<file path="src/rtl/ttce_pkg.sv">
// Shared types, codes and constants of the text terminal cursor engine.
package ttce_pkg;

	localparam int DEF_COLUMNS = 80;
	localparam int DEF_ROWS    = 25;
	localparam int FIFO_DEPTH  = 4;

	// Widest cell address over the whole parameter range (256 x 64 cells).
	localparam int ADDR_W_MAX  = 14;

	localparam int MODE_W = 2;
	localparam int CHAR_W = 8;
	localparam int IDX_W  = 11;
	localparam int POS_W  = 11;
	localparam int ROWO_W = 5;
	localparam int COLO_W = 7;
	localparam int CELL_W = 16;
	localparam int COLOR_W = 8;

	localparam logic [MODE_W-1:0] MODE_PUT   = 2'd0;
	localparam logic [MODE_W-1:0] MODE_CLEAR = 2'd1;
	localparam logic [MODE_W-1:0] MODE_READ  = 2'd2;

	localparam logic [CHAR_W-1:0] CH_BS    = 8'd8;
	localparam logic [CHAR_W-1:0] CH_TAB   = 8'd9;
	localparam logic [CHAR_W-1:0] CH_LF    = 8'd10;
	localparam logic [CHAR_W-1:0] CH_CR    = 8'd13;
	localparam logic [CHAR_W-1:0] CH_SPACE = 8'h20;

	localparam logic [COLOR_W-1:0] RESET_COLOR = 8'h07;
	localparam int TAB_STEP = 8;

	typedef enum logic [2:0] {
		ST_INIT,
		ST_IDLE,
		ST_SCROLL,
		ST_SCROLL_END,
		ST_BLANK,
		ST_DONE
	} ttce_state_t;

	// Command handed from the front to the back.
	typedef struct packed {
		logic                  do_write;
		logic                  do_read;
		logic                  do_scroll;
		logic                  do_clear;
		logic [ADDR_W_MAX-1:0] addr;
		logic [CHAR_W-1:0]     char_code;
		logic [POS_W-1:0]      cursor_pos;
		logic [ROWO_W-1:0]     cursor_row;
		logic [COLO_W-1:0]     cursor_col;
	} ttce_cmd_t;

	typedef struct packed {
		logic                  scrolled;
		logic [CELL_W-1:0]     read_cell;
		logic [COLO_W-1:0]     cursor_col;
		logic [ROWO_W-1:0]     cursor_row;
		logic [POS_W-1:0]      cursor_pos;
	} ttce_res_t;

endpackage

</file>
<file path="src/rtl/ttce_cmd_fifo.sv">
// Short command queue between the front and the back.
module ttce_cmd_fifo #(
	parameter int DEPTH = ttce_pkg::FIFO_DEPTH
) (
	input  logic                clk,
	input  logic                arst_n,
	input  logic                push,
	input  ttce_pkg::ttce_cmd_t push_data,
	output logic                full,
	input  logic                pop,
	output ttce_pkg::ttce_cmd_t pop_data,
	output logic                empty
);
	import ttce_pkg::*;

	localparam int PTR_W = (DEPTH > 1) ? $clog2(DEPTH) : 1;
	localparam int CNT_W = $clog2(DEPTH + 1);

	ttce_cmd_t            slot_q [DEPTH];
	logic [PTR_W-1:0]     wr_ptr_q;
	logic [PTR_W-1:0]     rd_ptr_q;
	logic [CNT_W-1:0]     count_q;

	assign full     = (count_q == CNT_W'(DEPTH));
	assign empty    = (count_q == '0);
	assign pop_data = slot_q[rd_ptr_q];

	always_ff @(posedge clk) begin
		if (push) begin
			slot_q[wr_ptr_q] <= push_data;
		end
	end

	always_ff @(posedge clk or negedge arst_n) begin
		if (!arst_n) begin
			wr_ptr_q <= '0;
			rd_ptr_q <= '0;
			count_q  <= '0;
		end else begin
			if (push) begin
				wr_ptr_q <= (wr_ptr_q == PTR_W'(DEPTH - 1)) ? '0 : wr_ptr_q + PTR_W'(1);
			end
			if (pop) begin
				rd_ptr_q <= (rd_ptr_q == PTR_W'(DEPTH - 1)) ? '0 : rd_ptr_q + PTR_W'(1);
			end
			if (push && !pop) begin
				count_q <= count_q + CNT_W'(1);
			end else if (pop && !push) begin
				count_q <= count_q - CNT_W'(1);
			end
		end
	end

endmodule

</file>
<file path="config.mk">
export PLATFORM = sky130hd
export DESIGN_NAME = ttce_cmd_fifo
export DESIGN_NICKNAME = d
export VERILOG_FILES = /design/src/rtl/ttce_pkg.sv /design/src/rtl/ttce_cmd_fifo.sv
export SDC_FILE = /design/constraint.sdc
export NUM_CORES = 1
export LEC_CHECK = 0
export ABC_AREA = 1
export BUFFER_PORTS_ARGS = -buffer_cell sky130_fd_sc_hd__buf_2
export CORE_ASPECT_RATIO = 1.4
export CORE_MARGIN = 2
export CORE_UTILIZATION = 60
export CTS_BUF_LIST = sky130_fd_sc_hd__clkbuf_4
export DETAILED_ROUTE_END_ITERATION = 10
export PLACE_DENSITY = 0.82
export SYNTH_ARGS = -nofsm -noshare
export SYNTH_HDL_FRONTEND = slang
export SYNTH_SLANG_ARGS = --single-unit
</file>
<file path="constraint.sdc">
create_clock -name clk -period 3.8 [get_ports clk]
set_clock_uncertainty 0.05 [all_clocks]
set_input_delay 0 -clock clk [delete_from_list [all_inputs] [get_ports clk]]
set_output_delay 0 -clock clk [all_outputs]
set_load 0.01 [all_outputs]
</file>
# Yosys cells after proc, flatten, opt, wreduce, memory -nomap -nowiden

Memory sizes are Yosys's and may differ from the RTL's.
Cells that the tools add are included.
W data, S select, Z words.

Output and inout port bits: 51
Memories kept: 1
Logic and storage cells: 23
RAM bits: 196
Bits in registers: 7
Input bits: 53

Memory list:

| memory | words | width | read ports | clocked after memory_dff | wr ports | RTL line            | source |
|---|---|---|---|---|---|---|---|
| slot_q | 4     | 49    | 1          | 0                        | 1        | ttce_cmd_fifo.sv:19 | `ttce_cmd_t slot_q [DEPTH];` |

Add/sub/neg operators: 4
Reductions and logical operators: 6
Multiplexer cells: 6
Equal/unequal tests: 3

Operators with widths:

| operator              | number |
|---|---|
| $mux W3               | 2 |
| $add A2 B1 Y2 const B | 2 |
| $eq A2 B2 Y1 const B  | 2 |
| $mux W2               | 2 |
| $add A3 B1 Y3 const B | 1 |
| $eq A3 B3 Y1 const B  | 1 |
| $logic_not A3 Y1      | 1 |
| $sub A3 B1 Y3 const B | 1 |
| $logic_and A1 B1 Y1   | 2 |
| $logic_not A1 Y1      | 2 |
| $mux W1               | 2 |
| $reduce_bool A2 Y1    | 1 |

# Longest topological paths before layout

Gate-level depths: netlist (run 1).

Depth after elaboration: 4
Gate-level depth with buffers: 9
Depth with buffers taken out: 9

# Worst setup path after synthesis (run 1)

No wires, ideal clock.

Path type: reg2reg
Start point: reg wr_ptr_q[0]
End point: mem slot_q[2][0] in the netlist's numbering (enable)
Data required time: 3.347 ns
Buffers on the path: 0
Period minus slack after synthesis: 2.072 ns
Library setup time: 0.403 ns
Setup slack: 1.728 ns
Stages on the path, launching flop included: 5
Arrival time: 1.618 ns
Path through: dfrtp_1 inv_1 ha_1 nand2_1 inv_1

RTL lines:

| what                   | RTL line            | source |
|---|---|---|
| from (decl)            | ttce_cmd_fifo.sv:20 | `logic [PTR_W-1:0] wr_ptr_q;` |
| from (signal assigned) | ttce_cmd_fifo.sv:41 | `wr_ptr_q <= (wr_ptr_q == PTR_W'(DEPTH - 1)) ? '0 : wr_ptr_q + PTR_W'(1);` |
| to (decl)              | ttce_cmd_fifo.sv:19 |  |

No word-level cell before the write port.

==> run metrics, run 1 <==
status finished, final reports clean; Slew Viols, Final 0; unrepaired setup endpoints after global routing no; P per Cell Area 678 nW/um2; startpoint types flip-flop; class of the worst hold path primary input to flip-flop; Num CTS Buffers 45; Worst path top cell family by delay buffers and inverters; post-DP HPWL 9130 um; CP most frequent cell nand2_1; worst path bufs/invs 3; post-route setup TNS 0 ns; drt first-iter violations 296; GR peak layer met2; Rows 50; clk root buf clkbuf_4; CTS tree built; Ports 104; cells on worst reg2reg path 4; Vias per Instance 5.30; vias in the first global route 5556; commonest cells in the netlist 196 x edfxtp_1, 162 x nand2_1, 109 x inv_1, 89 x o211ai_1, 15 x buf_2; first drt pass iteration count 5; share of the synthesized area in the top cell type 71.6%; area delta synth->final 19.6%; worst rel slew slack 20.1%; fin crit share 70.8%; P_leak 4.10 nW; H-Tree Level Count 2; height of the die 143 um; top post-synthesis cells by area edfxtp_1 72%, o211ai_1 8.1%, nand2_1 7.4%; CP Data Required Time 3.75 ns; via count 5344; gr usage total 22.8%; crit path max fanout 133; wire per inst 16.2 um; crit path kind flip-flop to primary output; FFs w/ async S/R, synth 3.45%; largest net degree at the start of global routing 134; Final Non-Filler Cells 1009; Synth Flop Type edfxtp_1; cell count after synthesis 624; initial antenna violation count 1; worst vdd ir 0.505 mV; Syn Area/Cell 13.2 um2; gp weighted congestion 0.766; crit end category primary output; post-route antenna net violation count 0; count of endpoints failing setup in the final report 0; first-pass GRT wire length 25400 um; M3 GR Usage 4.47%; Core Box Area 13400 um2; Initial Utilization 61.4%; Worst EP arrival 2.64 ns; Synth Net Count 684; synthesized area 8230 um2; clk sinks 203; met2 usage 40.4%; Reg clk slew, reported paths 0.06 ns; GRT Residual Overflow 0; CP max-delay cell inv_6; worst-path cell chain inv_6 > buf_4 > nand2_1 > o211ai_1 > nand2_1 > buf_2; Synth cell types 20; met1 usage 25.5%; worst slew pin tran 1.20 ns; Worst-Skew Late Latency 0.59 ns; Port-buffer cells 103; Total Nets Final 858; die area 14700 um2; placed insts 880; share of layout cells above drive strength 1 22.5%; drt drc 0; Min-Delay Path Depth 2; Max-Cap Viols 0; min Tclk post-route 2.69 ns; stages on the worst setup path 6; YS warnings 0; sequential share of the synthesized area 73.7%; EDFF count, synth 196; CTS Buffer Depth 3; most frequent cell after synthesis edfxtp_1; final hold viol count 0; final wirelength 16300 um; post-synth top area cell edfxtp_1; Achievable Freq 372 MHz; peak per-stage delay on the critical path 0.61 ns; synthesized flop and latch total 203; die width 103 um
cell type report:
cell class	count	area [um2]
multi-input cells	278	1540
inverters	111	422
well taps	182	228
flip-flops and latches	203	6060
clock inverters	14	56.3
fillers	897	3550
repair buffers	159	1070
clock buffers	61	458
diodes	1	2.50
power by group:
group	switching [mW]	leakage [nW]	internal (mW)
clock	0.767	0.310	0.745
combinational	1.44	1.91	0.719
sequential	0.119	1.88	2.88
total	2.32	4.10	4.35
path summary, 6_finish.rpt:
check / start / slack (ns) / endpoint
hold reg to reg: count_q[2] / 0.51 / count_q[2]
max in group asynchronous: arst_n / 3.09 / rd_ptr_q[1]
setup / recovery: rd_ptr_q[0] / 1.11 / pop_data[35]
setup reg to reg: wr_ptr_q[1] / 1.77 / slot_q[1][47]
min in group asynchronous: arst_n / 0.33 / count_q[0]
hold / removal: push_data[22] / 0.12 / slot_q[2][22]
per-stage QoR:
step	setup slack (ns)	util, %	hold slack [ns]	instance area, um2	power [mW]
2_1_floorplan	1.73	-	-0.346	8230	4.48
3_3_place_gp	1.81	65.7	-0.216	8790	5.03
3_5_place_dp	1.75	65.7	-0.206	8790	5.16
4_1_cts	1.14	73.5	0.0742	9840	6.69
5_1_grt	0.930	73.5	0.0904	9840	7.05
6_report	1.11	73.5	0.122	9840	6.67
what timing repair did:
action | in CTS | in global routing
hold buffers | 53 | 0
endpoints found under the hold margin | 210 | 0
resized for setup | 0 | 0
buffers inserted | 0 | 0
cell usage in the layout, fill, tap and decap left out, types with 5 or more instances in the layout:
cell / count
edfxtp_1: 196
nand2_1: 162
inv_1: 105
buf_2: 103
o211ai_1: 89
clkbuf_4: 61
dlygate4sd3_1: 53
clkinv_1: 11
o211ai_2: 9
ha_1: 6
dfrtp_1: 6
inv_2: 5
sequential cells by signal, summed over array words and instances, names as in the netlist:
name / flops
wr_ptr_q: 2
count_q: 3
slot_q: 196
rd_ptr_q: 2
cell families after synthesis:
kind of cell,after synthesis,share of synthesized area [%]
adders and majority gates,7,1.16
xor gates and xnor gates,1,0.106
and+or+nand+nor,168,7.74
DFF,203,73.7
AOI/OAI and AO/OA,102,9.74
buffers and inverters,143,7.58
routing by layer:
layer | routed length (um) | vias to the layer above
li1 | - | 2539
met4 | 478 | 0
met3 | 769 | 34
met1 | 6190 | 2592
met2 | 8900 | 179
met5 | 0 | -
No activity file was read; power rests on OpenSTA's default activity.
==> run 2: changes to the inputs <==
ABC_AREA = 0   (was 1)
CORE_UTILIZATION = 53   (was 60)
PLACE_DENSITY = 0.77   (was 0.82)
clock period = 2.2 ns   (was 3.8 ns; I/O delays follow)
==> run 2 against run 1 <==
  * Cell count decreased by 29%
  * Global-route usage decreased by 4.3 points
  * Via count decreased by 31%
  * Worst hold slack improved by 0.015 ns
  * Sequential power increased by 75%
  * Clock-buffer cell count increased by 5
  * Routed wire length decreased by 18%
  * Final area decreased by 4.5%
  * Synthesized area decreased by 8.3%
  * Critical path depth decreased by 3
  * Sequential share of layout area increased by 3.0 points
  * Largest cell class unchanged
==> run metrics, run 2 <==
Pwr Total 11.2 mW (was 6.67 mW); Num CTS Buffers 45 (unchanged); share of the synthesized area in the top cell type 78.0% (was 71.6%); P per Cell Area 1200 nW/um2 (was 678 nW/um2); most frequent cell after synthesis edfxtp_1 (unchanged); YS warnings 0 (unchanged); first drt pass iteration count 4 (was 5); P_leak 3.36 nW (was 4.10 nW); clk root buf clkbuf_4 (unchanged); peak per-stage delay on the critical path 0.55 ns (was 0.61 ns); wire per inst 18.8 um (was 16.2 um); Ports 104 (unchanged); clk sinks 203 (unchanged); Worst path top cell family by delay multiplexers (was buffers and inverters); via count 3711 (was 5344); synthesized area 7540 um2 (was 8230 um2); count of endpoints failing setup in the final report 0 (unchanged); min Tclk post-route 2.05 ns; synthesized flop and latch total 203 (unchanged); CP Data Required Time 2.15 ns (was 3.75 ns); initial antenna violation count 2 (was 1); most frequent cells in the layout 196 x edfxtp_1, 103 x buf_2, 66 x clkbuf_4 (was 196 x edfxtp_1, 162 x nand2_1, 105 x inv_1); post-route antenna net violation count 0 (unchanged); FF/Latch Area 6070 um2 (was 6060 um2); Total Nets Final 557 (was 858); Max-Cap Viols 0 (unchanged); die width 105 um (was 103 um); CTS tree built (unchanged); sequential share of the synthesized area 80.3% (was 73.7%); Syn Area/Cell 25.7 um2 (was 13.2 um2); drt first-iter violations 169 (was 296); number of flip-flops in the largest register 196 (unchanged); Synth Flop Type edfxtp_1 (unchanged); post-synth top area cell edfxtp_1 (unchanged); die area 15200 um2 (was 14700 um2); Largest Register slot_q (unchanged); post-route setup TNS 0 ns (unchanged); vias in the first global route 4202 (was 5556); Final Util 67.5% (was 73.5%); CTS Buffer Depth 3 (unchanged); drt drc 0 (unchanged); multi-input logic area 1330 um2 (was 1540 um2); area delta synth->final 24.5% (was 19.6%); Port-buffer cells 103 (unchanged); startpoint types flip-flop (unchanged); cell count after synthesis 294 (was 624); height of the die 145 um (was 143 um); Worst-Skew Late Latency 0.57 ns (was 0.59 ns); FFs w/ async S/R, synth 3.45% (unchanged); status finished, final reports clean (unchanged); top post-synthesis cells by area edfxtp_1 78%, mux4_2 14%, dfrtp_1 2.3% (was edfxtp_1 72%, o211ai_1 8.1%, nand2_1 7.4%); Core Box Area 13900 um2 (was 13400 um2); GRT Residual Overflow 0 (unchanged); Top Registers slot_q: 196 flops, count_q: 3 flops (unchanged); worst vdd ir 0.841 mV (was 0.505 mV); largest net degree at the start of global routing 32 (was 134); Reg clk slew, reported paths 0.07 ns (was 0.06 ns); commonest cells in the netlist 196 x edfxtp_1, 48 x mux4_2, 7 x dfrtp_1, 6 x ha_1 (was 196 x edfxtp_1, 162 x nand2_1, 109 x inv_1, 89 x o211ai_1, 15 x buf_2); class of the worst hold path primary input to flip-flop (unchanged); Rows 51 (was 50); share of layout cells above drive strength 1 45.9% (was 22.5%); CP max-delay cell mux4_2 (was inv_6); EDFF count, synth 196 (unchanged); H-Tree Level Count 2 (unchanged); filler instances 932 (was 897); crit path kind flip-flop to primary output (unchanged); leading cell type in the layout, fill and taps excluded edfxtp_1 (unchanged); Synth cell types 20 (unchanged); worst-path cell chain buf_12 > mux4_2 > buf_2 (was inv_6 > buf_4 > nand2_1 > o211ai_1 > nand2_1 > buf_2); first-pass GRT wire length 21600 um (was 25400 um); post-DP HPWL 7860 um (was 9130 um); Vias per Instance 5.21 (was 5.30); Slew Viols, Final 0 (unchanged); Synth Net Count 354 (was 684); final hold viol count 0 (unchanged); unrepaired setup endpoints after global routing no (unchanged); gp weighted congestion 0.690 (was 0.766); worst slew pin tran 0.380 ns (was 1.20 ns); worst rel slew slack 74.7% (was 20.1%); crit end category primary output (unchanged); final wirelength 13400 um (was 16300 um); crit path max fanout 21 (was 133); worst path bufs/invs 2 (was 3); Initial Utilization 54.2% (was 61.4%); gr usage total 18.5% (was 22.8%); fin crit share 93.3%; Achievable Freq 487 MHz; Worst EP arrival 2.00 ns (was 2.64 ns)
## run 2: cell count changes after synthesis, moves of 4 or more
cell      previous run  this run
buf_2               15         5
mux4_2               0        48
buf_12               0         5
o211ai_1            89         0
nand2_1            162         2
and2_1               0         4
inv_1              109         4
buf_4               10         0
o211ai_2             9         0
## run 2: cell families (layout without fill, tap and decap cells)
family                   Yosys count  count (layout)  share of synthesized area (%)
AO/OA/AOI/OAI                      2               2                          0.133
XOR/XNOR                           3               3                          0.348
adder cells (fa/ha/maj)            7               7                           1.26
buffers and inverters             16             247                           2.06
flip-flops                       203             203                           80.3
multiplexers                      52              52                           15.1
other                              0               2                              0
AND/OR/NAND/NOR                   11              11                          0.746
## run 2: timing repair
| action | 4_1_cts | 5_1_grt |
|---|---|---|
| endpoints found under the setup margin | 38 | 0 |
| endpoints found under the hold margin | 222 | 0 |
| buffers inserted | 1 | 0 |
| gates resized for setup | 1 | 0 |
| hold buffers | 53 | 0 |
## run 2: where the power goes
| part | leakage, nW | internal [mW] | total [mW] | switching (mW) |
|---|---|---|---|---|
| Combinational | 1.15 | 1.69 | 3.33 | 1.64 |
| Sequential | 1.88 | 4.97 | 5.26 | 0.284 |
| Clock | 0.325 | 1.37 | 2.64 | 1.27 |
## run 2: layout make-up
class                           count  share of cell area, %
Sequential cell                   203                   64.6
Multi-Input combinational cell     75                   14.2
Timing Repair Buffer              168                   12.9
Clock buffer                       66                   5.27
Tap cell                          185                   2.46
Clock inverter                      9                  0.386
Inverter                            4                  0.160
Antenna cell                        2                 0.0533
## run 2: layer usage
metal | part of all wire [%] | GRT usage (%) | vias up
met2 | 56 | 32.7 | 105
met5 | 0 | 0 | -
met3 | 3.7 | 3.77 | 23
met1 | 38 | 21.8 | 1905
li1 | - | - | 1678
met4 | 2.1 | 8.00 | 0
## run 2: path summary, 6_finish.rpt
check / start / to / slack (ns) / cells after the start
worst max-delay path: rd_ptr_q[0] / pop_data[16] / 0.15 / 3
worst min-delay path: push_data[25] / slot_q[3][25] / 0.14 / 2
worst max register to register: wr_ptr_q[1] / slot_q[1][17] / 0.53 / 4
worst min register to register: count_q[2] / count_q[2] / 0.45 / 1
max in group asynchronous: arst_n / rd_ptr_q[1] / 1.46 / 3
min in group asynchronous: arst_n / count_q[0] / 0.35 / 3
## run 2: worst register-to-register path, cell delays in order, from the launching register on
cell,delay (ns)
dfrtp_1,0.41
inv_1,0.11
ha_1,0.15
and2_2,0.27
buf_4,0.35
## run 2: per-stage QoR
step	hold slack, ns	instances	worst slack (ns)	instance area, um2
finish	0.136	712	0.147	9400
global placement	-0.206	581	0.521	8310
CTS	0.0823	710	0.0948	9390
detailed placement	-0.202	581	0.496	8310
floorplan	-0.346	294	0.0246	7550
global route	0.0927	712	0.0426	9400
==> run 3: changes to the inputs <==
RECOVER_POWER = 100   (was not set)
==> run 3 against run 2 <==
  * Routed wire length down 0.19%
  * Sequential share of layout area grew 1.1 points
  * Cell count unchanged
  * Largest cell class unchanged
  * Highest routed layer unchanged
==> run metrics, run 3 (synthesis gave the netlist of run 2 again) <==
drt first-iter violations 187 (was 169); CP Data Required Time 2.15 ns (about the same); P_sw 3.21 mW (was 3.20 mW); Clk pwr share 23.9% (was 23.5%); Top Registers slot_q: 196 flops, count_q: 3 flops (unchanged); Slew Viols, Final 0 (unchanged); CTS tree built (unchanged); Total Nets Final 557 (unchanged); CP Capture Point pop_data[20] (was pop_data[16]); Ports 104 (unchanged); P_leak 3.07 nW (was 3.36 nW); final wirelength 13400 um (about the same); leading cell type in the layout, fill and taps excluded edfxtp_1 (unchanged); post-route setup TNS 0 ns (unchanged); Reg clk slew, reported paths 0.07 ns (about the same); height of the die 145 um (unchanged); filler instances 1004 (was 932); stages on the worst setup path 3 (unchanged); drt drc 0 (unchanged); die width 105 um (unchanged); worst path bufs/invs 2 (unchanged); P_int 7.83 mW (was 8.03 mW); Core Box Area 13900 um2 (unchanged); worst vdd ir 0.838 mV (was 0.841 mV); GRT Residual Overflow 0 (unchanged); worst-path cell chain buf_12 > mux4_2 > clkbuf_1 (was buf_12 > mux4_2 > buf_2); Worst-Skew Late Latency 0.57 ns (about the same); post-route antenna net violation count 0 (unchanged); Worst EP arrival 1.99 ns (was 2.00 ns); wire per inst 18.8 um (about the same); min Tclk post-route 2.04 ns (was 2.05 ns); fin crit share 92.9% (was 93.3%); status finished, final reports clean (unchanged); clk root buf clkbuf_4 (unchanged); Vias per Instance 5.23 (was 5.21); Max-Cap Viols 0 (unchanged); share of layout cells above drive strength 1 26.9% (was 45.9%); gp weighted congestion 0.690 (unchanged); part of the power in registers 47.6% (was 46.8%); Achievable Freq 490 MHz (was 487 MHz); flop2flop setup slack 0.17 ns (was 0.53 ns); worst rel slew slack 48.7% (was 74.7%); crit end category primary output (unchanged); count of endpoints failing setup in the final report 0 (unchanged); unrepaired setup endpoints after global routing no (unchanged); Initial Utilization 54.2% (unchanged); startpoint types flip-flop (unchanged); crit path kind flip-flop to primary output (unchanged); class of the worst hold path primary input to flip-flop (unchanged); first drt pass iteration count 4 (unchanged); Num CTS Buffers 45 (unchanged); Placed Instance Area 8310 um2 (unchanged); worst slew pin tran 0.770 ns (was 0.380 ns); CP Launch Point rd_ptr_q[0] (unchanged); area delta synth->final 22.4% (was 24.5%); Port-buffer cells 103 (unchanged); Worst path top cell family by delay multiplexers (unchanged); number of flip-flops in the largest register 196 (unchanged); launching point of the worst reg2reg path wr_ptr_q[1] (unchanged); Largest Register slot_q (unchanged); gr usage total 18.5% (unchanged); clk sinks 203 (unchanged); crit path max fanout 21 (unchanged); CTS Buffer Depth 3 (unchanged); P per Cell Area 1200 nW/um2 (about the same); CP max-delay cell mux4_2 (unchanged); first-pass GRT wire length 21600 um (unchanged); Final Cell Area 9240 um2 (was 9400 um2); final hold viol count 0 (unchanged); Gate power share 28.5% (was 29.7%); H-Tree Level Count 2 (unchanged); cells on worst reg2reg path 4 (unchanged); Rows 51 (unchanged); post-DP HPWL 7860 um (unchanged); Sw Share 29.1% (was 28.5%); Final Util 66.4% (was 67.5%); initial antenna violation count 2 (unchanged); Worst R2R End slot_q[1][17] (unchanged); vias in the first global route 4202 (unchanged); via count 3722 (was 3711); most frequent cells in the layout 196 x edfxtp_1, 97 x clkbuf_1, 69 x clkbuf_4 (was 196 x edfxtp_1, 103 x buf_2, 66 x clkbuf_4); peak per-stage delay on the critical path 0.54 ns (was 0.55 ns); die area 15200 um2 (unchanged); largest net degree at the start of global routing 32 (unchanged)
==> run 3: changes by cell type in the layout (fill, tap and decap cells not counted) <==
cell,change
clkbuf_2,+3
clkbuf_1,+97
clkbuf_4,+3
and2_0,+3
buf_4,-5
buf_2,-96
and2_2,-3
buf_12,-2
==> run 3: routing by layer <==
metal / vias to the layer above / part of all wire (%) / wire length, um / global-route usage (%)
li1: 1673 / - / - / -
met2: 102 / 56 / 7480 / 32.7
met4: 0 / 2.3 / 304 / 8.00
met1: 1924 / 38 / 5020 / 21.8
met3: 23 / 4.1 / 554 / 3.77
met5: - / 0 / 0 / 0
==> run 3: final cells by class <==
type / count / area [um2] / share of cell area (%)
flip-flops and latches: 203 / 6070 / 65.7
multi-input cells: 75 / 1330 / 14.4
clock buffers: 66 / 495 / 5.36
inverters: 4 / 15.0 / 0.163
well taps: 185 / 231 / 2.51
repair buffers: 168 / 1050 / 11.4
diodes: 2 / 5.00 / 0.0542
clock inverters: 9 / 36.3 / 0.393
==> run 3: timing repair <==
item | 4_1_cts | 5_1_grt
hold endpoints to repair | 222 | 0
gates resized for setup | 1 | 0
hold buffers | 53 | 0
setup endpoints to repair | 38 | 0
setup buffers | 1 | 0
==> run 3: power groups by stage <==
stage / clock network (mW) / registers [mW] / logic, mW
floorplan: 0 / 5.17 / 2.34
global placement: 0 / 5.35 / 3.17
detailed placement: 0 / 5.40 / 3.23
CTS: 2.72 / 5.25 / 3.42
global route: 2.92 / 5.32 / 3.39
finish: 2.64 / 5.26 / 3.15
==> run 3: how the worst min path moves through the flow <==
stage                  start  depth (start not counted)             to  slack [ns]
2_1_floorplan         arst_n                          0     count_q[0]       -0.35
3_3_place_gp          arst_n                          1     count_q[1]       -0.21
3_5_place_dp          arst_n                          1     count_q[0]       -0.20
4_1_cts        push_data[16]                          2  slot_q[2][16]        0.08
5_1_grt         push_data[4]                          2   slot_q[0][4]        0.15
6_report        push_data[8]                          2   slot_q[0][8]        0.18
==> run 3: per-stage QoR <==
step / std cells / setup slack [ns] / power (mW) / hold slack, ns
final: 712 / 0.157 / 11.0 / 0.184
after global routing: 712 / 0.0412 / 11.6 / 0.154
after CTS: 710 / 0.0948 / 11.4 / 0.0823
after detailed placement: 581 / 0.496 / 8.63 / -0.202
after global placement: 581 / 0.521 / 8.52 / -0.206
after floorplan: 294 / 0.0246 / 7.51 / -0.346
