<file path="src/rtl/ttce_pkg.sv">
// Shared types, codes and constants of the text terminal cursor engine.
package ttce_pkg;

	localparam int DEF_COLUMNS = 80;
	localparam int DEF_ROWS    = 25;
	localparam int FIFO_DEPTH  = 4;

	// Widest cell address over the whole parameter range (256 x 64 cells).
	localparam int ADDR_W_MAX  = 14;

	localparam int MODE_W = 2;
	localparam int CHAR_W = 8;
	localparam int IDX_W  = 11;
	localparam int POS_W  = 11;
	localparam int ROWO_W = 5;
	localparam int COLO_W = 7;
	localparam int CELL_W = 16;
	localparam int COLOR_W = 8;

	localparam logic [MODE_W-1:0] MODE_PUT   = 2'd0;
	localparam logic [MODE_W-1:0] MODE_CLEAR = 2'd1;
	localparam logic [MODE_W-1:0] MODE_READ  = 2'd2;

	localparam logic [CHAR_W-1:0] CH_BS    = 8'd8;
	localparam logic [CHAR_W-1:0] CH_TAB   = 8'd9;
	localparam logic [CHAR_W-1:0] CH_LF    = 8'd10;
	localparam logic [CHAR_W-1:0] CH_CR    = 8'd13;
	localparam logic [CHAR_W-1:0] CH_SPACE = 8'h20;

	localparam logic [COLOR_W-1:0] RESET_COLOR = 8'h07;
	localparam int TAB_STEP = 8;

	typedef enum logic [2:0] {
		ST_INIT,
		ST_IDLE,
		ST_SCROLL,
		ST_SCROLL_END,
		ST_BLANK,
		ST_DONE
	} ttce_state_t;

	// Command handed from the front to the back.
	typedef struct packed {
		logic                  do_write;
		logic                  do_read;
		logic                  do_scroll;
		logic                  do_clear;
		logic [ADDR_W_MAX-1:0] addr;
		logic [CHAR_W-1:0]     char_code;
		logic [POS_W-1:0]      cursor_pos;
		logic [ROWO_W-1:0]     cursor_row;
		logic [COLO_W-1:0]     cursor_col;
	} ttce_cmd_t;

	typedef struct packed {
		logic                  scrolled;
		logic [CELL_W-1:0]     read_cell;
		logic [COLO_W-1:0]     cursor_col;
		logic [ROWO_W-1:0]     cursor_row;
		logic [POS_W-1:0]      cursor_pos;
	} ttce_res_t;

endpackage

</file>
<file path="src/rtl/ttce_front.sv">
// Front end: accepts items, tracks the cursor and classifies screen work.
module ttce_front #(
	parameter int COLUMNS = ttce_pkg::DEF_COLUMNS,
	parameter int ROWS    = ttce_pkg::DEF_ROWS
) (
	input  logic                          clk,
	input  logic                          arst_n,
	input  logic                          s_tvalid,
	output logic                          s_tready,
	input  logic [ttce_pkg::MODE_W-1:0]   mode,
	input  logic [ttce_pkg::CHAR_W-1:0]   char_code,
	input  logic [ttce_pkg::IDX_W-1:0]    cell_index,
	input  logic                          init_busy,
	input  logic                          fifo_full,
	output logic                          push,
	output ttce_pkg::ttce_cmd_t           push_cmd
);
	import ttce_pkg::*;

	localparam int CELLS  = COLUMNS * ROWS;
	localparam int AW     = $clog2(CELLS);
	localparam int ROW_W  = $clog2(ROWS);
	localparam int COL_W  = $clog2(COLUMNS);
	localparam int COLX_W = COL_W + 1;

	logic [ROW_W-1:0]  row_q;
	logic [COL_W-1:0]  col_q;
	logic [AW-1:0]     pos_q;

	logic [ROW_W-1:0]  row_n;
	logic [COL_W-1:0]  col_n;
	logic [AW-1:0]     pos_n;
	logic [COLX_W-1:0] tab_col;
	logic [COLX_W-1:0] inc_col;
	logic              newline;
	ttce_cmd_t         cmd;

	assign s_tready = !fifo_full && !init_busy;
	assign push     = s_tvalid && s_tready;

	assign tab_col = (COLX_W'(col_q) + COLX_W'(TAB_STEP)) & ~COLX_W'(TAB_STEP - 1);
	assign inc_col = COLX_W'(col_q) + COLX_W'(1);

	always_comb begin
		cmd       = '0;
		newline   = 1'b0;
		row_n     = row_q;
		col_n     = col_q;
		cmd.char_code = char_code;
		case (mode)
			MODE_PUT: begin
				case (char_code)
					CH_LF: newline = 1'b1;
					CH_CR: col_n = '0;
					CH_TAB: begin
						if (tab_col >= COLX_W'(COLUMNS)) begin
							newline = 1'b1;
						end else begin
							col_n = tab_col[COL_W-1:0];
						end
					end
					CH_BS: begin
						if (col_q != '0) begin
							col_n = col_q - COL_W'(1);
						end
					end
					default: begin
						cmd.do_write = 1'b1;
						cmd.addr     = ADDR_W_MAX'(pos_q);
						if (inc_col >= COLX_W'(COLUMNS)) begin
							newline = 1'b1;
						end else begin
							col_n = inc_col[COL_W-1:0];
						end
					end
				endcase
			end
			MODE_CLEAR: begin
				cmd.do_clear = 1'b1;
				row_n        = '0;
				col_n        = '0;
			end
			MODE_READ: begin
				cmd.do_read = (int'(cell_index) < CELLS);
				cmd.addr    = ADDR_W_MAX'(cell_index);
			end
			default: ;
		endcase
		// Move to the start of the next row; scroll at the bottom.
		if (newline) begin
			col_n = '0;
			if (row_q == ROW_W'(ROWS - 1)) begin
				cmd.do_scroll = 1'b1;
			end else begin
				row_n = row_q + ROW_W'(1);
			end
		end
		pos_n          = AW'(row_n) * AW'(COLUMNS) + AW'(col_n);
		cmd.cursor_pos = POS_W'(pos_n);
		cmd.cursor_row = ROWO_W'(row_n);
		cmd.cursor_col = COLO_W'(col_n);
	end

	assign push_cmd = cmd;

	always_ff @(posedge clk or negedge arst_n) begin
		if (!arst_n) begin
			row_q <= '0;
			col_q <= '0;
			pos_q <= '0;
		end else if (push) begin
			row_q <= row_n;
			col_q <= col_n;
			pos_q <= pos_n;
		end
	end

endmodule

</file>
<file path="config.mk">
export PLATFORM = sky130hd
export DESIGN_NAME = ttce_front
export DESIGN_NICKNAME = d
export VERILOG_FILES = /design/src/rtl/ttce_pkg.sv /design/src/rtl/ttce_front.sv
export SDC_FILE = /design/constraint.sdc
export NUM_CORES = 1
export LEC_CHECK = 0
export ABC_CLOCK_PERIOD_IN_PS = 10720
export BUFFER_PORTS_ARGS = -buffer_cell sky130_fd_sc_hd__buf_2
export CORE_MARGIN = 2
export CORE_UTILIZATION = 57
export CTS_CLUSTER_SIZE = 24
export DETAILED_ROUTE_END_ITERATION = 10
export PLACE_DENSITY = 0.88
export SYNTH_ARGS = -nofsm -noshare
export SYNTH_HDL_FRONTEND = slang
export SYNTH_SLANG_ARGS = --single-unit
</file>
<file path="constraint.sdc">
create_clock -name clk -period 10.72 [get_ports clk]
set_input_delay 0.536 -clock clk [delete_from_list [all_inputs] [get_ports clk]]
set_output_delay 0.536 -clock clk [all_outputs]
set_load 0.05 [all_outputs]
</file>
* Word-level counts from Yosys, hierarchy flattened
Index checks and enable logic that the tools add are counted.
Operators by class: multiplexer cells 21, eq/ne operators 7, order comparisons 3, divide/modulo/power cells 0, bitwise operators 0, add/sub/neg operators 5, shifts and indexed selects 0, reduce and logical (&&, ||, !) cells 8, multipliers 1
Operators by type and width (count):
- == test 8 x 4 -> 1 bit (second input constant) | 4
- two-way mux 7 bit | 4
- one-hot mux 14 bit (2 select lines) | 1
- one-hot mux 7 bit (4 select lines) | 1
- >= comparator 8 x 7 -> 1 bit (second input constant) | 2
- two-way mux 5 bit | 3
- one-hot mux 7 bit (2 select lines) | 1
- adder 11 x 7 -> 11 bit | 1
- less-than comparator 11 bit (second input constant) | 1
- two-way mux 11 bit | 1
- two-way mux 1 bit | 9
- adder 7 x 1 -> 8 bit (second input constant) | 1
- adder 7 x 4 -> 8 bit (second input constant) | 1
- multiplier 5 x 3 -> 7 bit (second input constant) | 1
- nonzero test 7 bit | 1
- subtractor 7 x 1 -> 7 bit (second input constant) | 1
- adder 5 x 1 -> 5 bit (second input constant) | 1
- == test 5 bit (second input constant) | 1
- OR reduction 4 bit | 1
- one-hot mux 1 bit (3 select lines) | 1
- == test 2 x 1 -> 1 bit (second input constant) | 1
- == test 2 bit (second input constant) | 1
- logical AND 1 bit | 2
- logical NOT 1 bit | 2
- 2 further kinds | 2
Storage, ports and cells: bits of input ports 26, word-level logic and storage cells 48, register bits after elaboration 23, ROM bits 0, latch bits 0, memories kept 0, output and inout port bits 51, memory bits (writable) 0

* Longest topological paths before layout
Gate-level depths: netlist of the first run.
depth after elaboration 8, mapped depth 18, mapped depth without buffers 16

* Worst setup path after synthesis of the first run
Ideal clock, no wire load.
path type reg-to-output, from register col_q[3], to output port push_cmd[22] (netlist name), cell stages (with the launch flop) 18, data required time 10184 ps, path buffers 1, setup slack 5045 ps, arrival time 5139 ps, cells stage by stage dfrtp_1 buf_4 inv_1 ha_1 o311ai_0 o22a_1 a21oi_1 a21o_1 mux2i_1 ha_1 ha_1 fa_1 nand2_1 o21ba_2 nor3b_1 a221oi_1 or3_1 nand2_1
RTL lines:
- from (decl) | RTL line ttce_front.sv:27 | logic [COL_W-1:0] col_q;
- from (signal assigned) | RTL line ttce_front.sv:113 | col_q <= col_n;
- to (decl) | RTL line ttce_front.sv:16 | output ttce_pkg::ttce_cmd_t push_cmd

==> metrics.cfg, run 1 <==
[sta]
rsz0062_at_grt = no
skew_ps = 2.25
slew_viol_final = 0
finalCriticalPeriod_ps = 6030
clock.fmax_ghz = 0.166
tns_ps = 0
max_slew_margin = 0.391
setup_viol = 0
hold_viol = 0
setup_slack_ps = 4690
tightest_slew_ps = 914
finalCritPeriodShare = 0.562

[floorplanning]
fp.dieW_um = 70.2
start_util = 0.582
ioPinCount = 77
rows = 24
core_um2 = 4290
die-area_um2 = 4930
die_height_um = 70.2

[synth]
ys_async_sr_fraction = 1.00
syn_area_um2 = 2500
yosysWarningCount = 0
synth_edf_count = 0
syn_area_per_cell_um2 = 7.82
synthCells = 320
ys_seq_area_frac = 0.190
synth.distinct_cells = 65
synth_ff_type = dfrtp_1
ys_seq_elements = 19

[cts]
cts_hold_buffers = 0
ctsLongestPathBuffers = 2
cts_resized = 0
clock-sinks = 19
post_cts_buffers = 0
htree_levels = 1
insertion_delay_ps = 260
cts_tree = done
clkTransAtPathRegs_ps = 80
cts_root_buffer = clkbuf_8
cts_buffers = 3

[power_and_ir_drop]
peakVddDrop_v = 0.0000736
p_clk_frac = 0.179
swShare = 0.485
p_per_area_nw_per_um2 = 103
p_total_mw = 0.289
power.leakage_nw = 1.40
internal_power_mw = 0.148
share_comb_of_total_power = 0.507
power.switching_mw = 0.140
power_frac_seq = 0.314

[setup_path]
r2r-end = pos_q[10]
worstPathRequired_ps = 10180
crit_arrival_ps = 5490
crit_type = register to primary output
end_kind = primary output
startpoint_type = register
r2r_slack_ps = 5540
reg2regPathDepth = 16
r2r-start = col_q[3]
path_max_fanout = 13

[detailed_routing]
dr.pass1.iters = 4
detail-route-antenna-nets = 0
dr.first_iter.drc_count = 192
routedWlPerCell_um = 15.8
drt_wl_total_mm = 6.68
vias_per_cell = 6.25
num_vias = 2637
route.detailed.drc = 0

[placed_design]
gp_congestion = 0.947
dp_hpwl_mm = 5.15
dp_slack_ps = 5080
port_buffers = 73

[global_route]
grt_max_degree = 21
use_met3 = 0.0303
grt_pass1_vias = 2474
grt.met2_usage = 0.460
antenna_found_initial = 0
grt_pass1_wl_mm = 11.3
met1_usage = 0.371
busiest_layer = met2
grt_overflow = 0
track_usage = 0.276

[layout]
n_antenna_cell = 0
drive_gt1_frac = 0.243
multi_input_area_um2 = 1770
seq_area_um2 = 475
area_growth_pct = 11.8
fill_cells = 393
nNetsFinal = 417
final_util = 0.651

[hold_path]
hp-class = primary input to async pin

[run]
cap_violations = 0

[run_status]
status = finished, final reports clean

==> Yosys cell counts (4+ instances only) <==
cell | n | area [um2]
nand2_1 | 44 | 165
dfrtp_1 | 19 | 475
inv_1 | 19 | 71.3
o21ai_0 | 19 | 95.1
buf_4 | 18 | 135
ha_1 | 18 | 225
nor2_1 | 17 | 63.8
a21oi_1 | 13 | 65.1
nor3_1 | 12 | 60.1
a22o_1 | 8 | 70.1
a31oi_1 | 7 | 43.8
mux2i_1 | 7 | 70.1
nand3_1 | 7 | 35.0
xnor2_1 | 7 | 61.3
nor2b_1 | 6 | 37.5
a21o_1 | 5 | 37.5
clkbuf_1 | 5 | 18.8
nand2b_1 | 5 | 31.3
nand4_1 | 5 | 31.3
o221ai_1 | 5 | 43.8
a41oi_1 | 4 | 35.0
buf_2 | 4 | 20.0
or3_1 | 4 | 25.0
==> registers in the layout, summed over array words and instances (netlist names) <==
name / cells
pos_q: 7
row_q: 5
col_q: 7
==> layout by cell type (no fill, tap or decap), types with 4 or more instances in the layout <==
| master | netlist | layout |
|---|---|---|
| a21o_1 | 5 | 5 |
| or3_1 | 4 | 4 |
| nand2_1 | 44 | 44 |
| xnor2_1 | 7 | 7 |
| a31oi_1 | 7 | 7 |
| nor3_1 | 12 | 12 |
| mux2i_1 | 7 | 7 |
| nor2_1 | 17 | 17 |
| a21oi_1 | 13 | 13 |
| o21ai_0 | 19 | 19 |
| a41oi_1 | 4 | 4 |
| dfrtp_1 | 19 | 19 |
| nor2b_1 | 6 | 6 |
| buf_2 | 4 | 73 |
| nand3_1 | 7 | 7 |
| nand4_1 | 5 | 5 |
| o221ai_1 | 5 | 5 |
| inv_1 | 19 | 19 |
| nand2b_1 | 5 | 5 |
| ha_1 | 18 | 18 |
| a22o_1 | 8 | 8 |
==> power groups by stage <==
| stage | clock, mW | combinational [mW] | sequential [mW] |
|---|---|---|---|
| 2_1_floorplan | 0 | 0.124 | 0.0848 |
| 3_3_place_gp | 0 | 0.141 | 0.0905 |
| 3_5_place_dp | 0 | 0.145 | 0.0915 |
| 4_1_cts | 0.0516 | 0.145 | 0.0900 |
| 5_1_grt | 0.0563 | 0.159 | 0.0919 |
| 6_report | 0.0517 | 0.146 | 0.0906 |
==> cell type report <==
type                    count  area share
clock buffers               3      0.0148
repair buffers             73       0.131
clock inverters             1     0.00179
well taps                  52      0.0233
multi-input cells         255       0.634
flip-flops and latches     19       0.170
inverters                  19      0.0255
==> cells by family after synthesis <==
family,share of synthesized area
AOI/OAI and AO/OA,0.267
DFF,0.190
muxes,0.0415
xor gates and xnor gates,0.0315
other,0.00150
and+or+nand+nor,0.259
adders and majority gates,0.106
buffers and inverters,0.104
==> worst max-delay path by stage <==
stage	to	cells past startpoint	from
floorplan	push_cmd[22]	17	col_q[3]
global route	push_cmd[22]	17	col_q[3]
global placement	push_cmd[22]	17	col_q[3]
finish	push_cmd[22]	17	col_q[3]
detailed placement	push_cmd[22]	17	col_q[3]
CTS	push_cmd[22]	17	col_q[3]
==> per-layer routing <==
layer	up-vias	routed length (um)
met3	14	393
met5	-	0
met4	0	116
li1	1269	-
met2	119	3240
met1	1235	2930
==> metrics by stage <==
step | hold WS, ps | std cells | instance area, um2
2_1_floorplan | 240 | 322 | 2510
3_3_place_gp | 468 | 418 | 2750
3_5_place_dp | 476 | 418 | 2750
4_1_cts | 228 | 422 | 2800
5_1_grt | 240 | 422 | 2800
6_report | 213 | 422 | 2800
==> worst max-delay path, cell delays in order (launching register included) <==
cell and delay [ps]:
dfrtp_1 510, ha_1 350, and4_1 270, nor4_4 440, o31ai_4 150, a21oi_1 750, nor3_1 190, a21o_1 250
ha_1 310, ha_1 220, fa_1 520, nand2_1 80, o21ba_2 250, nor3b_1 190, a221oi_1 80, or3_1 340
nand2_1 80, buf_2 250
Power figures use the tool's default switching activity.
==> run 2, diff against run 1 <==
Settings changed: ABC_AREA set to 1, ABC_CLOCK_PERIOD_IN_PS 10720 to 6200, CORE_UTILIZATION 57 to 52, PLACE_DENSITY 0.88 to 0.81.
Clock period 10.72 ns to 6.2 ns, I/O delays scaled along.
==> metrics.cfg, run 2 <==
[synth]
ys_top_cells_by_count = 108 x nand2_1, 41 x nand3_1, 40 x inv_1, 23 x o21ai_0, 22 x nor2_1  ; was 44 x nand2_1, 19 x dfrtp_1, 19 x inv_1, 19 x o21ai_0
syn_area_per_cell_um2 = 6.52  ; was 7.82 um2
synthSimpleGateAreaFrac = 0.391  ; was 0.259
synth_edf_count = 0  ; unchanged
ys_seq_elements = 19  ; unchanged
yosysWarningCount = 0  ; unchanged
ys_async_sr_fraction = 1.00  ; unchanged
synth_area_leaders = dfrtp_1 19%, nand2_1 16%, ha_1 9.1%  ; was dfrtp_1 19%, ha_1 9.0%, nand2_1 6.6%
synth_top_area_share = 0.193  ; was 0.190
synth_fa_ha_area_frac = 0.108  ; was 0.106
synth_xor_area_frac = 0.0391  ; was 0.0315
synth_ff_type = dfrtp_1  ; unchanged
synth_top_area_cell = dfrtp_1  ; unchanged
synth.area.mux_share = 0  ; was 0.0415
synth.distinct_cells = 40  ; was 65
ys_seq_area_frac = 0.193  ; was 0.190
synth-compound-area-share = 0.127  ; was 0.267
syn_area_um2 = 2470  ; was 2500 um2
yosys.cell_count.top_type = nand2_1  ; unchanged
synthCells = 378  ; was 320
synth_top_family_by_area = simple AND/OR/NAND/NOR gates  ; was compound AO/OA/AOI/OAI gates

[hold_path]
hp-class = register to register  ; was primary input to async pin
hold_path.startpoint = pos_q[10]

[placed_design]
place_area_um2 = 2740  ; was 2750 um2
placed_cells = 481  ; was 418
dp_slack_ps = 1740  ; was 5080 ps
dp_hpwl_mm = 5.07  ; was 5.15 mm
port_buffers = 73  ; unchanged
gp_congestion = 0.903  ; was 0.947

[layout]
nNetsFinal = 479  ; was 417
multi_input_area_um2 = 1650  ; was 1770 um2
finalNonFillerCells = 486  ; was 422
area_growth_pct = 13.3  ; was 11.8%
n_antenna_cell = 0  ; unchanged
layout_commonest_cell = nand2_1  ; was buf_2
seq_area_um2 = 475  ; unchanged
layout_common_cells = 108 x nand2_1, 73 x buf_2, 41 x nand3_1  ; was 73 x buf_2, 44 x nand2_1, 19 x inv_1, 19 x o21ai_0, 19 x dfrtp_1
final_util = 0.599  ; was 0.651
largestRegisters = col_q (7), pos_q (7), row_q (5)  ; unchanged
drive_gt1_frac = 0.262  ; was 0.243
fill_cells = 458  ; was 393
fin_area_um2 = 2790  ; was 2800 um2

[setup_path]
path_max_fanout = 12  ; was 13
cp-endpoint = push_cmd[22]  ; unchanged
crit_type = register to primary output  ; unchanged
cp.depth = 24  ; was 17
crit_path_frequent_cell = nand3_1  ; was ha_1
r2r_slack_ps = 2160  ; was 5540 ps
worstPathRequired_ps = 5890  ; was 10,180 ps
end_kind = primary output  ; unchanged
r2r-start = col_q[3]  ; unchanged
crit_start = col_q[3]  ; unchanged
crit_chain = inv_1 -> ha_1 -> nor2_1 -> nand3_1 -> nand3_1 -> nand2_1 -> nand2_1 -> nand2_2 -> nand2_4 -> nand2_8 -> inv_4 -> o21ai_2 -> nand2_2 -> inv_1 -> ha_1 -> ha_1 -> fa_1 -> xor2_1 -> nand3_1 -> xor2_1 -> inv_1 -> nand3_1 -> and2_1 -> buf_2  ; was ha_1 -> and4_1 -> nor4_4 -> o31ai_4 -> a21oi_1 -> nor3_1 -> a21o_1 -> ha_1 -> ha_1 -> fa_1 -> nand2_1 -> o21ba_2 -> nor3b_1 -> a221oi_1 -> or3_1 -> nand2_1 -> buf_2
cp_slowest_stage_delay_ps = 590  ; was 750 ps
critPathTopFamily = adder cells  ; was simple AND/OR/NAND/NOR gates
startpoint_type = register  ; unchanged
cp_num_buf_inv = 5  ; was 1
r2r-end = pos_q[10]  ; unchanged
crit_arrival_ps = 4460  ; was 5490 ps
critPathSlowestCell = dfrtp_1  ; was a21oi_1
reg2regPathDepth = 24  ; was 16

[floorplanning]
die-area_um2 = 5310  ; was 4930 um2
core_um2 = 4660  ; was 4290 um2
rows = 25  ; was 24
ioPinCount = 77  ; unchanged
start_util = 0.529  ; was 0.582
die_height_um = 72.9  ; was 70.2 um
fp.dieW_um = 72.9  ; was 70.2 um

[detailed_routing]
routedWlPerCell_um = 13.4  ; was 15.8 um
vias_per_cell = 5.36  ; was 6.25
drt_wl_total_mm = 6.51  ; was 6.68 mm
detail-route-antenna-nets = 0  ; unchanged
num_vias = 2603  ; was 2,637
dr.pass1.iters = 4  ; unchanged
route.detailed.drc = 0  ; unchanged
dr.first_iter.drc_count = 168  ; was 192

[cts]
cts_buffers = 3  ; unchanged
clock-sinks = 19  ; unchanged
htree_levels = 1  ; unchanged
cts_root_buffer = clkbuf_8  ; unchanged
cts_tree = done  ; unchanged
cts_resized = 0  ; unchanged
insertion_delay_ps = 260  ; about the same
ctsLongestPathBuffers = 2  ; unchanged
clkTransAtPathRegs_ps = 80  ; about the same

[sta]
hold_viol = 0  ; unchanged
max_slew_margin = 0.530  ; was 0.391
tns_ps = 0  ; unchanged
finalCritPeriodShare = 0.769
skew_ps = 5.38  ; was 2.25 ps
finalCriticalPeriod_ps = 4770
setup_slack_ps = 1430  ; was 4690 ps
clock.fmax_ghz = 0.210
tightest_slew_ps = 703  ; was 914 ps
setup_viol = 0  ; unchanged
slew_viol_final = 0  ; unchanged
rsz0062_at_grt = no  ; unchanged
fin_hold_ws_ps = 490  ; was 213 ps

[global_route]
grt_pass1_vias = 2353  ; was 2,474
antenna_found_initial = 0  ; unchanged
track_usage = 0.251  ; was 0.276
grt_overflow = 0  ; unchanged
grt_max_degree = 24  ; was 21
grt_pass1_wl_mm = 10.7  ; was 11.3 mm

[power_and_ir_drop]
peakVddDrop_v = 0.000231  ; was 0.0000736 V
power.leakage_nw = 1.60  ; was 1.40 nW
p_total_mw = 0.770  ; was 0.289 mW
p_per_area_nw_per_um2 = 276  ; was 103 nW/um2

[run_status]
status = finished, final reports clean  ; unchanged

[run]
cap_violations = 0  ; unchanged

run 2: cell families (layout without fill, tap and decap cells):
group / Yosys count / count (layout)
buffers and inverters: 72 / 124
adders and majority gates: 20 / 20
DFF: 19 / 19
and+or+nand+nor: 204 / 204
xor gates and xnor gates: 11 / 11
other: 1 / 3
AOI/OAI and AO/OA: 51 / 51
run 2: metal layers:
layer | vias to the layer above | global-route usage | wire length [um]
li1 | 1320 | - | -
met1 | 1186 | 0.328 | 2830
met2 | 90 | 0.454 | 3270
met3 | 7 | 0.0166 | 337
met4 | 0 | 0.0556 | 71
met5 | - | 0 | 0
run 2: worst register-to-register path: stages (launching register included):
cell and delay (ps):
dfrtp_1 590, inv_1 230, ha_1 350, nor2_1 90, nand3_1 80, nand3_1 100
nand2_1 80, nand2_1 80, nand2_2 70, nand2_4 100, nand2_8 100, inv_4 110
o21ai_2 70, nand2_2 110, inv_1 80, ha_1 290, ha_1 230, fa_1 380
xor2_1 220, nand3_1 120, xor2_1 180, inv_1 60, nand3_1 90, nand3_1 90
nand2_1 60
run 2: worst min-delay path by stage:
stage / cells past startpoint / to / slack, ps
final: 2 / pos_q[10] / 490
after global routing: 2 / pos_q[10] / 540
after CTS: 2 / pos_q[10] / 490
after detailed placement: 1 / col_q[1] / 280
after global placement: 1 / col_q[1] / 280
after floorplan: 0 / col_q[0] / 10
run 2: cell type report:
| class | instances | share of cell area |
|---|---|---|
| clock buffer | 3 | 0.0148 |
| clock inverter | 1 | 0.00269 |
| inverter | 46 | 0.0636 |
| multi-input combinational | 289 | 0.590 |
| sequential | 19 | 0.170 |
| tap | 54 | 0.0242 |
| timing repair buffer | 74 | 0.134 |
run 2: report_power, final:
part	internal [mW]	switching [mW]	total [mW]
clock	0.0453	0.0469	0.0922
sequential	0.153	0.0338	0.187
combinational	0.129	0.362	0.491
run 2: timing repair:
item	in CTS	in global routing
buffers inserted	0	0
hold endpoints to repair	9	0
hold buffers	1	0
==> run 3, diff against run 2 <==
Settings changed: ABC_CLOCK_PERIOD_IN_PS 6200 to 4100, CORE_UTILIZATION 52 to 47, PLACE_DENSITY 0.81 to 0.77.
Clock period 6.2 ns to 4.1 ns, I/O delays scaled along.
==> metrics.cfg, run 3 (synthesis gave the netlist of run 2 again) <==
[floorplanning]
rows = 26  ; was 25
die_height_um = 76.4  ; was 72.9 um
core_um2 = 5070  ; was 4660 um2
fp.dieW_um = 76.4  ; was 72.9 um
ioPinCount = 77  ; unchanged
start_util = 0.486  ; was 0.529
die-area_um2 = 5840  ; was 5310 um2

[detailed_routing]
num_vias = 2764  ; was 2,603
drt_wl_total_mm = 7.30  ; was 6.51 mm
dr.pass1.iters = 4  ; unchanged
detail-route-antenna-nets = 0  ; unchanged
route.detailed.drc = 0  ; unchanged
dr.first_iter.drc_count = 224  ; was 168
routedWlPerCell_um = 13.9  ; was 13.4 um
vias_per_cell = 5.26  ; was 5.36

[layout]
drive_gt1_frac = 0.347  ; was 0.262
layout_common_cells = 107 x nand2_1, 72 x buf_2, 37 x nand3_1  ; was 108 x nand2_1, 73 x buf_2, 41 x nand3_1
finalNonFillerCells = 525  ; was 486
nNetsFinal = 502  ; was 479
n_antenna_cell = 0  ; unchanged
layout_commonest_cell = nand2_1  ; unchanged
largestRegisters = col_q (7), pos_q (7), row_q (5)  ; unchanged
area_growth_pct = 26.9  ; was 13.3%
fill_cells = 480  ; was 458
fin_area_um2 = 3130  ; was 2790 um2

[placed_design]
placed_cells = 509  ; was 481
place_area_um2 = 2890  ; was 2740 um2
gp_congestion = 0.897  ; was 0.903
dp_slack_ps = 74.6  ; was 1740 ps
port_buffers = 73  ; unchanged
dp_hpwl_mm = 5.44  ; was 5.07 mm

[sta]
finalCritPeriodShare = 0.985
clock.fmax_ghz = 0.248
hold_viol = 0  ; unchanged
setup_slack_ps = 59.9  ; was 1430 ps
max_slew_margin = 0.537  ; was 0.530
slew_viol_final = 0  ; unchanged
skew_ps = 5.92  ; was 5.38 ps
setup_viol = 0  ; unchanged
tightest_slew_ps = 693  ; was 703 ps
finalCriticalPeriod_ps = 4040
fin_hold_ws_ps = 408  ; was 490 ps

[cts]
cts_tree = done  ; unchanged
insertion_delay_ps = 270  ; was 260 ps
cts_root_buffer = clkbuf_8  ; unchanged
clock-sinks = 19  ; unchanged
cts_buffers = 3  ; unchanged
clkTransAtPathRegs_ps = 80  ; about the same
ctsLongestPathBuffers = 2  ; unchanged
htree_levels = 1  ; unchanged

[global_route]
antenna_found_initial = 0  ; unchanged
grt_pass1_wl_mm = 11.4  ; was 10.7 mm
grt_max_degree = 24  ; unchanged
grt_pass1_vias = 2476  ; was 2,353
track_usage = 0.235  ; was 0.251
grt_overflow = 0  ; unchanged

[setup_path]
critPathTopFamily = simple AND/OR/NAND/NOR gates  ; was adder cells
crit_type = register to primary output  ; unchanged
startpoint_type = register  ; unchanged
crit_chain = buf_4 -> ha_4 -> inv_1 -> nand2_1 -> nand3_2 -> nand3_2 -> nand2_1 -> nand2_1 -> nand2_2 -> nand2_4 -> nand2_8 -> o31ai_1 -> nand2_1 -> inv_1 -> ha_1 -> ha_1 -> nand2_1 -> o21ai_1 -> nand3_2 -> xor2_2 -> inv_1 -> nand3_2 -> and2_4 -> buf_8  ; was inv_1 -> ha_1 -> nor2_1 -> nand3_1 -> nand3_1 -> nand2_1 -> nand2_1 -> nand2_2 -> nand2_4 -> nand2_8 -> inv_4 -> o21ai_2 -> nand2_2 -> inv_1 -> ha_1 -> ha_1 -> fa_1 -> xor2_1 -> nand3_1 -> xor2_1 -> inv_1 -> nand3_1 -> and2_1 -> buf_2
cp_slowest_stage_delay_ps = 430  ; was 590 ps
crit_arrival_ps = 3840  ; was 4460 ps
r2r-end = pos_q[10]  ; unchanged
end_kind = primary output  ; unchanged
path_max_fanout = 7  ; was 12
crit_path_frequent_cell = nand2_1  ; was nand3_1
cp_num_buf_inv = 5  ; unchanged
reg2regPathDepth = 24  ; unchanged
worstPathRequired_ps = 3890  ; was 5890 ps
critPathSlowestCell = dfrtp_2  ; was dfrtp_1
r2r-start = col_q[3]  ; unchanged
r2r_slack_ps = 520  ; was 2160 ps

[power_and_ir_drop]
p_total_mw = 1.27  ; was 0.770 mW
peakVddDrop_v = 0.000514  ; was 0.000231 V
power.leakage_nw = 1.72  ; was 1.60 nW
p_per_area_nw_per_um2 = 405  ; was 276 nW/um2

[run]
cap_violations = 0  ; unchanged

[run_status]
status = finished, final reports clean  ; unchanged

[hold_path]
hp-class = primary input to async pin  ; was register to register

run 3: power by group:
group          internal (mW)  switching [mW]  total [mW]
clock                 0.0694          0.0687       0.138
combinational          0.260           0.598       0.858
sequential             0.232          0.0380       0.270
total                  0.562           0.704        1.27
run 3: final cells by class:
cell class | instances | area, um2 | area share
multi-input cells | 289 | 1770 | 0.566
repair buffers | 97 | 562 | 0.180
flip-flops and latches | 19 | 478 | 0.153
inverters | 46 | 186 | 0.0596
well taps | 70 | 87.6 | 0.0280
clock buffers | 4 | 45.0 | 0.0144
run 3: worst max-delay path by stage:
stage                         from           end  cells past startpoint
after floorplan           col_q[4]  push_cmd[22]                     24
after global placement    col_q[4]  push_cmd[22]                     24
after detailed placement  col_q[4]  push_cmd[22]                     24
after CTS                 col_q[4]  push_cmd[22]                     25
after global routing      col_q[3]  push_cmd[22]                     24
final                     col_q[3]  push_cmd[22]                     24
run 3: repair_timing:
action	CTS	global route
resized for setup	8	18
hold buffers	1	0
pin swaps	3	12
endpoints found under the setup margin	1	2
hold endpoints to repair	19	0
buffers inserted	2	9
cloned	0	0
run 3: metrics by stage:
step | util | setup TNS, ps
after CTS | 0.588 | 0
after global routing | 0.617 | -102
after floorplan | - | 0
final | 0.617 | 0
after global placement | 0.569 | 0
after detailed placement | 0.569 | 0
run 3: layer usage:
layer,up-vias,track usage,part of all wire
met3,15,0.0320,0.060
met5,-,0,0
li1,1358,-,-
met2,110,0.405,0.48
met4,0,0.0800,0.023
met1,1281,0.301,0.43
